File: src/design/strc_pkg.sv
// shared types and constants for the subtree revocation cover block
package strc_pkg;

    localparam int DEF_MAX_DEVICES = 64;
    localparam int MAX_RESULTS     = 64;
    localparam int CNT_W           = $clog2(MAX_RESULTS + 1);
    localparam int DEV_COUNT_W     = 7;
    localparam int LABEL_W         = 7;
    localparam int KEY_W           = 7;
    localparam int COVER_W         = 7;
    localparam int CFG_ADDR_W      = 3;
    localparam int CFG_DATA_W      = 32;
    localparam logic [DEV_COUNT_W-1:0] DEV_COUNT_RESET = 7'd64;

    // register index bit of the configuration address (byte address 4*i)
    localparam logic CFG_IDX_DEVICE_COUNT = 1'b0;

    typedef enum logic [1:0] {
        OP_CLEAR  = 2'd0,
        OP_REVOKE = 2'd1,
        OP_COVER  = 2'd2,
        OP_MATCH  = 2'd3
    } strc_op_t;

    typedef enum logic [1:0] {
        ST_OK      = 2'd0,
        ST_RANGE   = 2'd1,
        ST_NOT_DEV = 2'd2
    } strc_status_t;

    typedef struct packed {
        strc_op_t            opcode;
        logic [LABEL_W-1:0]  device_label;
        logic [KEY_W-1:0]    key_id;
        logic                list_start;
    } strc_cmd_t;

    typedef struct packed {
        strc_status_t        status;
        logic [COVER_W-1:0]  cover_node;
        logic                is_match;
        logic                first_match_res;
        logic                last;
    } strc_rsp_t;

endpackage

File: src/design/subtree_revocation_cover.sv
// subtree revocation cover: revoked marks over a heap-indexed device tree, cover and match
//
// One command beat is taken at a time; cmd_stall stays high until its last
// result beat, if any, is loaded into the output register. The revoked marks
// live in a single-port memory of 2*MAX_DEVICES bits; a small sequencer does
// at most one read or one write of it per cycle. After reset, and for every
// clear command, all marks are swept to zero one entry a cycle, during which
// commands are not taken but configuration writes are. Revoke marks the device
// node and each ancestor up to the root, one node a cycle; match walks the same
// path, shifting the device node right and comparing it with the key. A cover
// request gives an unrevoked root alone, else each unrevoked child of a revoked parent
// below N, up to MAX_RESULTS beats. device_count is written through the APB port at
// byte address 0; the user must write it only while idle: the block does not enforce it.
module subtree_revocation_cover
    import strc_pkg::*;
#(
    parameter int MAX_DEVICES = DEF_MAX_DEVICES
)
(
    input  logic                  clk,
    input  logic                  rst_n,
    input  logic                  psel,
    input  logic                  penable,
    input  logic                  pwrite,
    input  logic [CFG_ADDR_W-1:0] paddr,
    input  logic [CFG_DATA_W-1:0] pwdata,
    output logic [CFG_DATA_W-1:0] prdata,
    output logic                  pready,
    input  logic                  cmd_valid,
    output logic                  cmd_stall,
    input  strc_cmd_t             cmd,
    output logic                  rsp_valid,
    input  logic                  rsp_stall,
    output strc_rsp_t             rsp
);

    localparam int NODE_SLOTS = 2 * MAX_DEVICES;
    localparam int NODE_W     = (NODE_SLOTS > 2) ? $clog2(NODE_SLOTS) : 1;
    localparam int SIZE_W     = $clog2(NODE_SLOTS + 1);
    localparam int CW         = (SIZE_W > LABEL_W) ? SIZE_W : LABEL_W;
    localparam logic [NODE_W-1:0] LAST_SLOT = NODE_W'(NODE_SLOTS - 1);
    localparam logic [NODE_W-1:0] ROOT      = NODE_W'(1);

    typedef enum logic [3:0] {
        S_CLEAR,
        S_IDLE,
        S_DONE,
        S_REVOKE,
        S_MATCH,
        S_ROOT,
        S_PAR,
        S_LEFT,
        S_RIGHT,
        S_FLUSH
    } state_t;

    state_t                 state_reg, state_next;
    logic                   clr_op_reg, clr_op_next;
    logic [NODE_W-1:0]      node_reg, node_next;
    logic [KEY_W-1:0]       key_reg, key_next;
    logic                   hit_reg, hit_next;
    logic                   found_reg, found_next;
    logic                   pend_valid_reg, pend_valid_next;
    logic [NODE_W-1:0]      pend_node_reg, pend_node_next;
    logic [CNT_W-1:0]       cnt_reg, cnt_next;
    strc_rsp_t              res_reg, res_next;
    logic                   rsp_valid_reg, rsp_valid_next;
    strc_rsp_t              rsp_reg, rsp_next;
    logic [DEV_COUNT_W-1:0] dev_count_reg;

    logic                   mark_mem [NODE_SLOTS];
    logic                   rd_data_reg;
    logic                   rd_en;
    logic [NODE_W-1:0]      rd_addr;
    logic                   wr_en;
    logic [NODE_W-1:0]      wr_addr;
    logic                   wr_bit;

    logic [CW-1:0]          n_eff;
    logic [CW-1:0]          size_w;
    logic [CW-1:0]          label_w;
    logic [CW-1:0]          lab_node_w;
    strc_status_t           lab_st;
    logic [NODE_W-1:0]      lab_node;
    logic                   out_free;
    logic [NODE_W-1:0]      child_l;
    logic [NODE_W-1:0]      child_r;
    logic [NODE_W-1:0]      node_inc;
    logic                   more_par;
    logic [CNT_W-1:0]       cnt_inc;
    logic                   cap_hit;
    logic                   hit_now;
    logic                   cfg_wr;

    function automatic strc_rsp_t status_beat(input strc_status_t st, input logic m,
                                              input logic f);
        strc_rsp_t b;
        begin
            b.status          = st;
            b.cover_node      = '0;
            b.is_match        = m;
            b.first_match_res = f;
            b.last            = 1'b1;
            return b;
        end
    endfunction

    function automatic strc_rsp_t cover_beat(input logic [NODE_W-1:0] nd, input logic lst);
        strc_rsp_t     b;
        logic [CW-1:0] wide;
        begin
            wide              = CW'(nd);
            b.status          = ST_OK;
            b.cover_node      = wide[COVER_W-1:0];
            b.is_match        = 1'b0;
            b.first_match_res = 1'b0;
            b.last            = lst;
            return b;
        end
    endfunction

    // configuration port
    assign pready = 1'b1;
    assign cfg_wr = psel && penable && pwrite && (paddr[2] == CFG_IDX_DEVICE_COUNT);
    assign prdata = (paddr[2] == CFG_IDX_DEVICE_COUNT)
                  ? CFG_DATA_W'(dev_count_reg) : '0;

    always_ff @(posedge clk or negedge rst_n)
    begin
        if (!rst_n)
        begin
            dev_count_reg <= DEV_COUNT_RESET;
        end
        else if (cfg_wr)
        begin
            dev_count_reg <= pwdata[DEV_COUNT_W-1:0];
        end
    end

    // mark memory
    always_ff @(posedge clk)
    begin
        if (wr_en)
        begin
            mark_mem[wr_addr] <= wr_bit;
        end
    end

    always_ff @(posedge clk)
    begin
        if (rd_en)
        begin
            rd_data_reg <= mark_mem[rd_addr];
        end
    end

    // label decode
    always_comb
    begin
        if (dev_count_reg == '0)
        begin
            n_eff = CW'(1);
        end
        else if (CW'(dev_count_reg) > CW'(MAX_DEVICES))
        begin
            n_eff = CW'(MAX_DEVICES);
        end
        else
        begin
            n_eff = CW'(dev_count_reg);
        end
    end

    assign size_w     = n_eff << 1;
    assign label_w    = CW'(cmd.device_label);
    assign lab_node_w = size_w - label_w;
    assign lab_node   = lab_node_w[NODE_W-1:0];

    always_comb
    begin
        if (label_w == '0 || label_w >= size_w)
        begin
            lab_st = ST_RANGE;
        end
        else if (lab_node_w < n_eff)
        begin
            lab_st = ST_NOT_DEV;
        end
        else
        begin
            lab_st = ST_OK;
        end
    end

    assign out_free  = !rsp_valid_reg || !rsp_stall;
    assign child_l   = node_reg << 1;
    assign child_r   = child_l | NODE_W'(1);
    assign node_inc  = node_reg + NODE_W'(1);
    assign more_par  = (CW'(node_reg) + CW'(1)) < n_eff;
    assign cnt_inc   = cnt_reg + CNT_W'(1);
    assign cap_hit   = (cnt_inc == CNT_W'(MAX_RESULTS));
    assign hit_now   = hit_reg || (CW'(node_reg) == CW'(key_reg));
    assign cmd_stall = (state_reg != S_IDLE);
    assign rsp_valid = rsp_valid_reg;
    assign rsp       = rsp_reg;

    // sequencer
    always_comb
    begin
        state_next      = state_reg;
        clr_op_next     = clr_op_reg;
        node_next       = node_reg;
        key_next        = key_reg;
        hit_next        = hit_reg;
        found_next      = found_reg;
        pend_valid_next = pend_valid_reg;
        pend_node_next  = pend_node_reg;
        cnt_next        = cnt_reg;
        res_next        = res_reg;
        rsp_valid_next  = rsp_valid_reg && rsp_stall;
        rsp_next        = rsp_reg;
        rd_en           = 1'b0;
        rd_addr         = node_reg;
        wr_en           = 1'b0;
        wr_addr         = node_reg;
        wr_bit          = 1'b0;

        case (state_reg)
            S_CLEAR:
            begin
                wr_en = 1'b1;
                if (node_reg == LAST_SLOT)
                begin
                    node_next = '0;
                    if (clr_op_reg)
                    begin
                        res_next   = status_beat(ST_OK, 1'b0, 1'b0);
                        state_next = S_DONE;
                    end
                    else
                    begin
                        state_next = S_IDLE;
                    end
                end
                else
                begin
                    node_next = node_inc;
                end
            end
            S_IDLE:
            begin
                if (cmd_valid)
                begin
                    key_next = cmd.key_id;
                    case (cmd.opcode)
                        OP_CLEAR:
                        begin
                            clr_op_next = 1'b1;
                            node_next   = '0;
                            state_next  = S_CLEAR;
                        end
                        OP_REVOKE:
                        begin
                            if (lab_st != ST_OK)
                            begin
                                res_next   = status_beat(lab_st, 1'b0, 1'b0);
                                state_next = S_DONE;
                            end
                            else
                            begin
                                node_next  = lab_node;
                                state_next = S_REVOKE;
                            end
                        end
                        OP_COVER:
                        begin
                            rd_en           = 1'b1;
                            rd_addr         = ROOT;
                            cnt_next        = '0;
                            pend_valid_next = 1'b0;
                            state_next      = S_ROOT;
                        end
                        OP_MATCH:
                        begin
                            if (cmd.list_start)
                            begin
                                found_next = 1'b0;
                            end
                            if (lab_st != ST_OK)
                            begin
                                res_next   = status_beat(lab_st, 1'b0, 1'b0);
                                state_next = S_DONE;
                            end
                            else
                            begin
                                node_next  = lab_node;
                                hit_next   = 1'b0;
                                state_next = S_MATCH;
                            end
                        end
                        default:
                        begin
                            state_next = S_IDLE;
                        end
                    endcase
                end
            end
            S_REVOKE:
            begin
                wr_en     = 1'b1;
                wr_bit    = 1'b1;
                node_next = node_reg >> 1;
                if ((node_reg >> 1) == '0)
                begin
                    res_next   = status_beat(ST_OK, 1'b0, 1'b0);
                    state_next = S_DONE;
                end
            end
            S_MATCH:
            begin
                hit_next  = hit_now;
                node_next = node_reg >> 1;
                if ((node_reg >> 1) == '0)
                begin
                    res_next   = status_beat(ST_OK, hit_now, hit_now && !found_reg);
                    found_next = found_reg || hit_now;
                    state_next = S_DONE;
                end
            end
            S_DONE:
            begin
                if (out_free)
                begin
                    rsp_valid_next = 1'b1;
                    rsp_next       = res_reg;
                    clr_op_next    = 1'b0;
                    state_next     = S_IDLE;
                end
            end
            S_ROOT:
            begin
                if (!rd_data_reg)
                begin
                    pend_valid_next = 1'b1;
                    pend_node_next  = ROOT;
                    state_next      = S_FLUSH;
                end
                else if (CW'(1) < n_eff)
                begin
                    node_next  = ROOT;
                    rd_en      = 1'b1;
                    rd_addr    = ROOT;
                    state_next = S_PAR;
                end
                else
                begin
                    state_next = S_IDLE;
                end
            end
            S_PAR:
            begin
                if (rd_data_reg)
                begin
                    rd_en      = 1'b1;
                    rd_addr    = child_l;
                    state_next = S_LEFT;
                end
                else if (more_par)
                begin
                    node_next = node_inc;
                    rd_en     = 1'b1;
                    rd_addr   = node_inc;
                end
                else
                begin
                    state_next = S_FLUSH;
                end
            end
            S_LEFT:
            begin
                if (rd_data_reg)
                begin
                    rd_en      = 1'b1;
                    rd_addr    = child_r;
                    state_next = S_RIGHT;
                end
                else if (!pend_valid_reg || out_free)
                begin
                    if (pend_valid_reg)
                    begin
                        rsp_valid_next = 1'b1;
                        rsp_next       = cover_beat(pend_node_reg, 1'b0);
                    end
                    pend_valid_next = 1'b1;
                    pend_node_next  = child_l;
                    cnt_next        = cnt_inc;
                    if (cap_hit)
                    begin
                        state_next = S_FLUSH;
                    end
                    else
                    begin
                        rd_en      = 1'b1;
                        rd_addr    = child_r;
                        state_next = S_RIGHT;
                    end
                end
            end
            S_RIGHT:
            begin
                if (rd_data_reg || !pend_valid_reg || out_free)
                begin
                    if (!rd_data_reg)
                    begin
                        if (pend_valid_reg)
                        begin
                            rsp_valid_next = 1'b1;
                            rsp_next       = cover_beat(pend_node_reg, 1'b0);
                        end
                        pend_valid_next = 1'b1;
                        pend_node_next  = child_r;
                        cnt_next        = cnt_inc;
                    end
                    if (!rd_data_reg && cap_hit)
                    begin
                        state_next = S_FLUSH;
                    end
                    else if (more_par)
                    begin
                        node_next  = node_inc;
                        rd_en      = 1'b1;
                        rd_addr    = node_inc;
                        state_next = S_PAR;
                    end
                    else
                    begin
                        state_next = S_FLUSH;
                    end
                end
            end
            S_FLUSH:
            begin
                if (!pend_valid_reg)
                begin
                    state_next = S_IDLE;
                end
                else if (out_free)
                begin
                    rsp_valid_next  = 1'b1;
                    rsp_next        = cover_beat(pend_node_reg, 1'b1);
                    pend_valid_next = 1'b0;
                    state_next      = S_IDLE;
                end
            end
            default:
            begin
                state_next = S_IDLE;
            end
        endcase
    end

    always_ff @(posedge clk or negedge rst_n)
    begin
        if (!rst_n)
        begin
            state_reg      <= S_CLEAR;
            clr_op_reg     <= 1'b0;
            node_reg       <= '0;
            key_reg        <= '0;
            hit_reg        <= 1'b0;
            found_reg      <= 1'b0;
            pend_valid_reg <= 1'b0;
            pend_node_reg  <= '0;
            cnt_reg        <= '0;
            res_reg        <= '0;
            rsp_valid_reg  <= 1'b0;
            rsp_reg        <= '0;
        end
        else
        begin
            state_reg      <= state_next;
            clr_op_reg     <= clr_op_next;
            node_reg       <= node_next;
            key_reg        <= key_next;
            hit_reg        <= hit_next;
            found_reg      <= found_next;
            pend_valid_reg <= pend_valid_next;
            pend_node_reg  <= pend_node_next;
            cnt_reg        <= cnt_next;
            res_reg        <= res_next;
            rsp_valid_reg  <= rsp_valid_next;
            rsp_reg        <= rsp_next;
        end
    end

endmodule

File: config.mk
export PLATFORM = sky130hd
export DESIGN_NAME = subtree_revocation_cover
export DESIGN_NICKNAME = d
export VERILOG_FILES = /design/src/design/strc_pkg.sv /design/src/design/subtree_revocation_cover.sv
export SDC_FILE = /design/constraint.sdc
export NUM_CORES = 1
export LEC_CHECK = 0
export ABC_AREA = 1
export BUFFER_PORTS_ARGS = -buffer_cell sky130_fd_sc_hd__buf_2
export CORE_AREA = 4 4 186 188
export DETAILED_ROUTE_END_ITERATION = 16
export DIE_AREA = 0 0 190 192
export GPL_TIMING_DRIVEN = 0
export PLACE_DENSITY = 0.47
export SLEW_MARGIN = 20
export SYNTH_ARGS = -nofsm -noshare
export SYNTH_HDL_FRONTEND = slang
export SYNTH_SLANG_ARGS = --single-unit
File: constraint.sdc
create_clock -name clk -period 7.7 [get_ports clk]
set_input_delay 0 -clock clk [delete_from_list [all_inputs] [get_ports clk]]
set_output_delay 0 -clock clk [all_outputs]
set_load 0.1 [all_outputs]
==> impl_metrics.tcl <==
set metrics [dict create \
    cp-endpoint "rd_data_reg$_DFFE_PP_" \
    drc_errors 0 \
    synth-compound-area-share 0.09079 \
    worstSetupPathType "reg2reg" \
    grt_pass1_wl_um 55880 \
    antenna_cells 0 \
    ys_ff_latch 190 \
    die_w_um 190 \
    maxCapViolations 0 \
    pre_cts_ws_ns 3.021 \
    ctsResizeCount 0 \
    grt_pass1_vias 9667 \
    grt_antenna_before_repair 0 \
    fill_cells 3503 \
    synth_edf_count 129 \
    coreArea_mm2 0.03311 \
    ant_nets 0 \
    rsz0062_at_grt "false" \
    start_util 0.3438 \
    synth_top_family_by_area "simple AND/OR/NAND/NOR gates" \
    finalSetupViolations 0 \
    synthTopCellsByArea "edfxtp_1, dfrtp_1, nand2_1, nand3_1, nor2_1" \
    largest_reg_flops 128 \
    tns_ns 0 \
    yosys_warnings 0 \
    p_per_area_mw_per_mm2 436.2 \
    routed_wl_um 35820 \
    worstPathArrival_ns 5.10 \
    synthFlopType "edfxtp_1" \
    cts_tree "done" \
    async_flop_share 0.3211 \
    setup_slack_ns 2.909 \
    synth_area_mm2 0.01138 \
    first_pass_iters 5 \
    synth_mux_area_frac 0 \
    synth_cells 1398 \
    holdCritPathClass "in2async" \
    vdd_ir_drop_max_uv 222.6 \
    setup.worst_path.start "node_reg[0]$_DFFE_PN0P_" \
    drtIter0Drc 770 \
    post-route-period-util 0.6223 \
    dr_total_vias 9880 \
    drive_gt1_frac 0.1245 \
    ff2ff_path_depth 22 \
    cts_root_buf "clkbuf_16" \
    nets 1602 \
    hpwl_um 26170 \
    yosysSeqAreaShare 0.4745 \
    clock_skew_ns 0.01317 \
    clkLatencyLatePin_ns 0.45 \
    grt_use_total 0.1992 \
    synth_top_area_share 0.3403 \
    cts.clk_slew.worst_paths_ns 0.08 \
    r2r-end "rd_data_reg$_DFFE_PP_" \
    synthSimpleGateAreaFrac 0.2837 \
    critical_path.max_fanout 10 \
    cts_buffers 17 \
    yosysTopAreaCell "edfxtp_1" \
    timing.slew.headroom 0.4422 \
    htreeDepth 4 \
    gp_congestion 0.9440 \
    clk_path_buf_depth 2 \
    period_needed_ns 4.791 \
    synth-xor-area-share 0.01462 \
    io_pins 106 \
    endpoint_kind "flop" \
    dieArea_mm2 0.03648 \
    reg2reg_from "node_reg[0]$_DFFE_PN0P_" \
    rows 67 \
    cts_setup_buffers 0 \
    fmax_mhz 208.7 \
    wl_per_cell_um 18.07 \
    syn2layout_area_growth_pct 15.84 \
    start_kind "flop" \
    p_leak_uw 0.005753 \
    tightestPinTransition_ns 0.8336 \
    ys_types 56 \
    hold_viol 0 \
    drv_slew 0 \
    syn_area_per_cell_um2 8.143 \
    ctsHoldBuffers 24 \
    synth_adder_area_share 0.02484 \
    clock-sinks 190 \
    via_per_inst 4.985 \
    worst_ep_required_time_ns 8.01 \
    port_buffers 51 \
    reg2reg_slack_ns 2.91 \
    die_y_um 192 \
    status "completed" \
    grt_overflow_total 0 \
    grt_max_degree 36 \
]
==> Yosys cell counts (3+ instances only) <==
library cell and instances:
nand3_1 158, inv_2 18, o2111ai_1 6, o31ai_1 9, nand4_1 14, a22oi_1 3
a21oi_1 43, clkbuf_1 21, nor3_1 11, o211ai_1 9, nand2_2 8, nor2_1 208
o32ai_1 4, o22ai_1 7, nand3b_1 41, a211oi_1 6, xor2_1 15, a2111oi_0 3
nor2_4 4, xnor2_1 4, dfrtp_1 60, edfxtp_1 129, nor2_2 5, ha_1 21
buf_2 16, o21ai_0 55, clkinv_1 4, nand2_1 258, buf_4 35, buf_6 7
inv_1 180
==> critical path: stages (launching register included) <==
cell      delay [ns]
dfrtp_1         0.41
buf_4           0.21
inv_2           0.13
clkbuf_1        0.49
nor3_1          0.15
xor2_1          0.20
inv_1           0.10
ha_1            0.30
a21oi_1         0.15
o21ai_1         0.12
a21oi_2         0.39
nand2_1         0.09
o21ai_0         0.18
o21ai_0         0.13
nand2_1         0.07
inv_1           0.06
o22ai_1         0.63
inv_1           0.27
nand3_1         0.21
nand3_1         0.09
nand2_1         0.10
nand2_1         0.05
nand2_1         0.10
==> worst min-delay path by stage <==
stage	cells past startpoint	endpoint	slack [ns]
finish	2	cnt_reg[6]$_DFFE_PN0P_	0.04
global route	2	res_reg[2]$_DFFE_PN0P_	0.09
CTS	2	cnt_reg[6]$_DFFE_PN0P_	0.04
detailed placement	1	cnt_reg[6]$_DFFE_PN0P_	-0.02
global placement	3	key_reg[0]$_DFFE_PN0P_	0.21
floorplan	0	clr_op_reg$_DFFE_PN0P_	-0.30
==> power breakdown <==
part | internal [uW] | total [uW] | leakage [uW] | switching (uW)
clock | 418 | 829 | 0.000252 | 411
sequential | 1290 | 1360 | 0.00196 | 77.3
combinational | 1000 | 3560 | 0.00354 | 2560
total | 2710 | 5750 | 0.00575 | 3050
==> final cells by class <==
| type | count | area [um2] | share of cell area |
|---|---|---|---|
| sequential | 190 | 5401 | 0.4096 |
| tap | 448 | 560.5 | 0.04251 |
| multi-input combinational | 950 | 4817 | 0.3653 |
| clock inverter | 11 | 83.83 | 0.006357 |
| buffer | 80 | 504.2 | 0.03824 |
| inverter | 202 | 758.2 | 0.05750 |
| timing repair buffer | 80 | 620.6 | 0.04706 |
| clock buffer | 21 | 440.4 | 0.03340 |
==> cell usage in the layout (no fill, tap or decap), drive strengths merged, types with 24 or more instances in the layout <==
cell	n
nand3	160
nand3b	41
conb	26
a21oi	45
buf	115
edfxtp	129
dfrtp	60
clkbuf	42
nor2	217
o21ai	58
inv	203
nand2	268
dlygate4sd3	24
==> layer usage <==
| metal | track usage | routed length, um | vias up |
|---|---|---|---|
| met5 | 0 | 0 | - |
| met4 | 0.05815 | 793 | 0 |
| met3 | 0.02763 | 1411 | 44 |
| met2 | 0.3384 | 17280 | 239 |
| met1 | 0.2661 | 16330 | 4768 |
| li1 | - | - | 4829 |
==> metrics by stage <==
| stage | util | power, uW | hold slack [ns] | cell area [um2] | cells |
|---|---|---|---|---|---|
| global route | 0.3982 | 6197 | 0.08861 | 13190 | 1982 |
| global placement | 0.3711 | 4920 | 0.2064 | 12290 | 1921 |
| detailed placement | 0.3751 | 4945 | -0.01639 | 12420 | 1926 |
| finish | 0.3982 | 5752 | 0.04202 | 13190 | 1982 |
| floorplan | - | 3791 | -0.2956 | 11470 | 1422 |
| CTS | 0.3982 | 5790 | 0.04073 | 13190 | 1982 |
==> cells by family after synthesis <==
| family | Yosys count |
|---|---|
| AO/OA/AOI/OAI | 165 |
| XOR/XNOR | 19 |
| flip-flops | 190 |
| buffers and inverters | 282 |
| AND/OR/NAND/NOR | 718 |
| other | 2 |
| adder cells (fa/ha/maj) | 22 |
No activity file was read; power rests on OpenSTA's default activity.
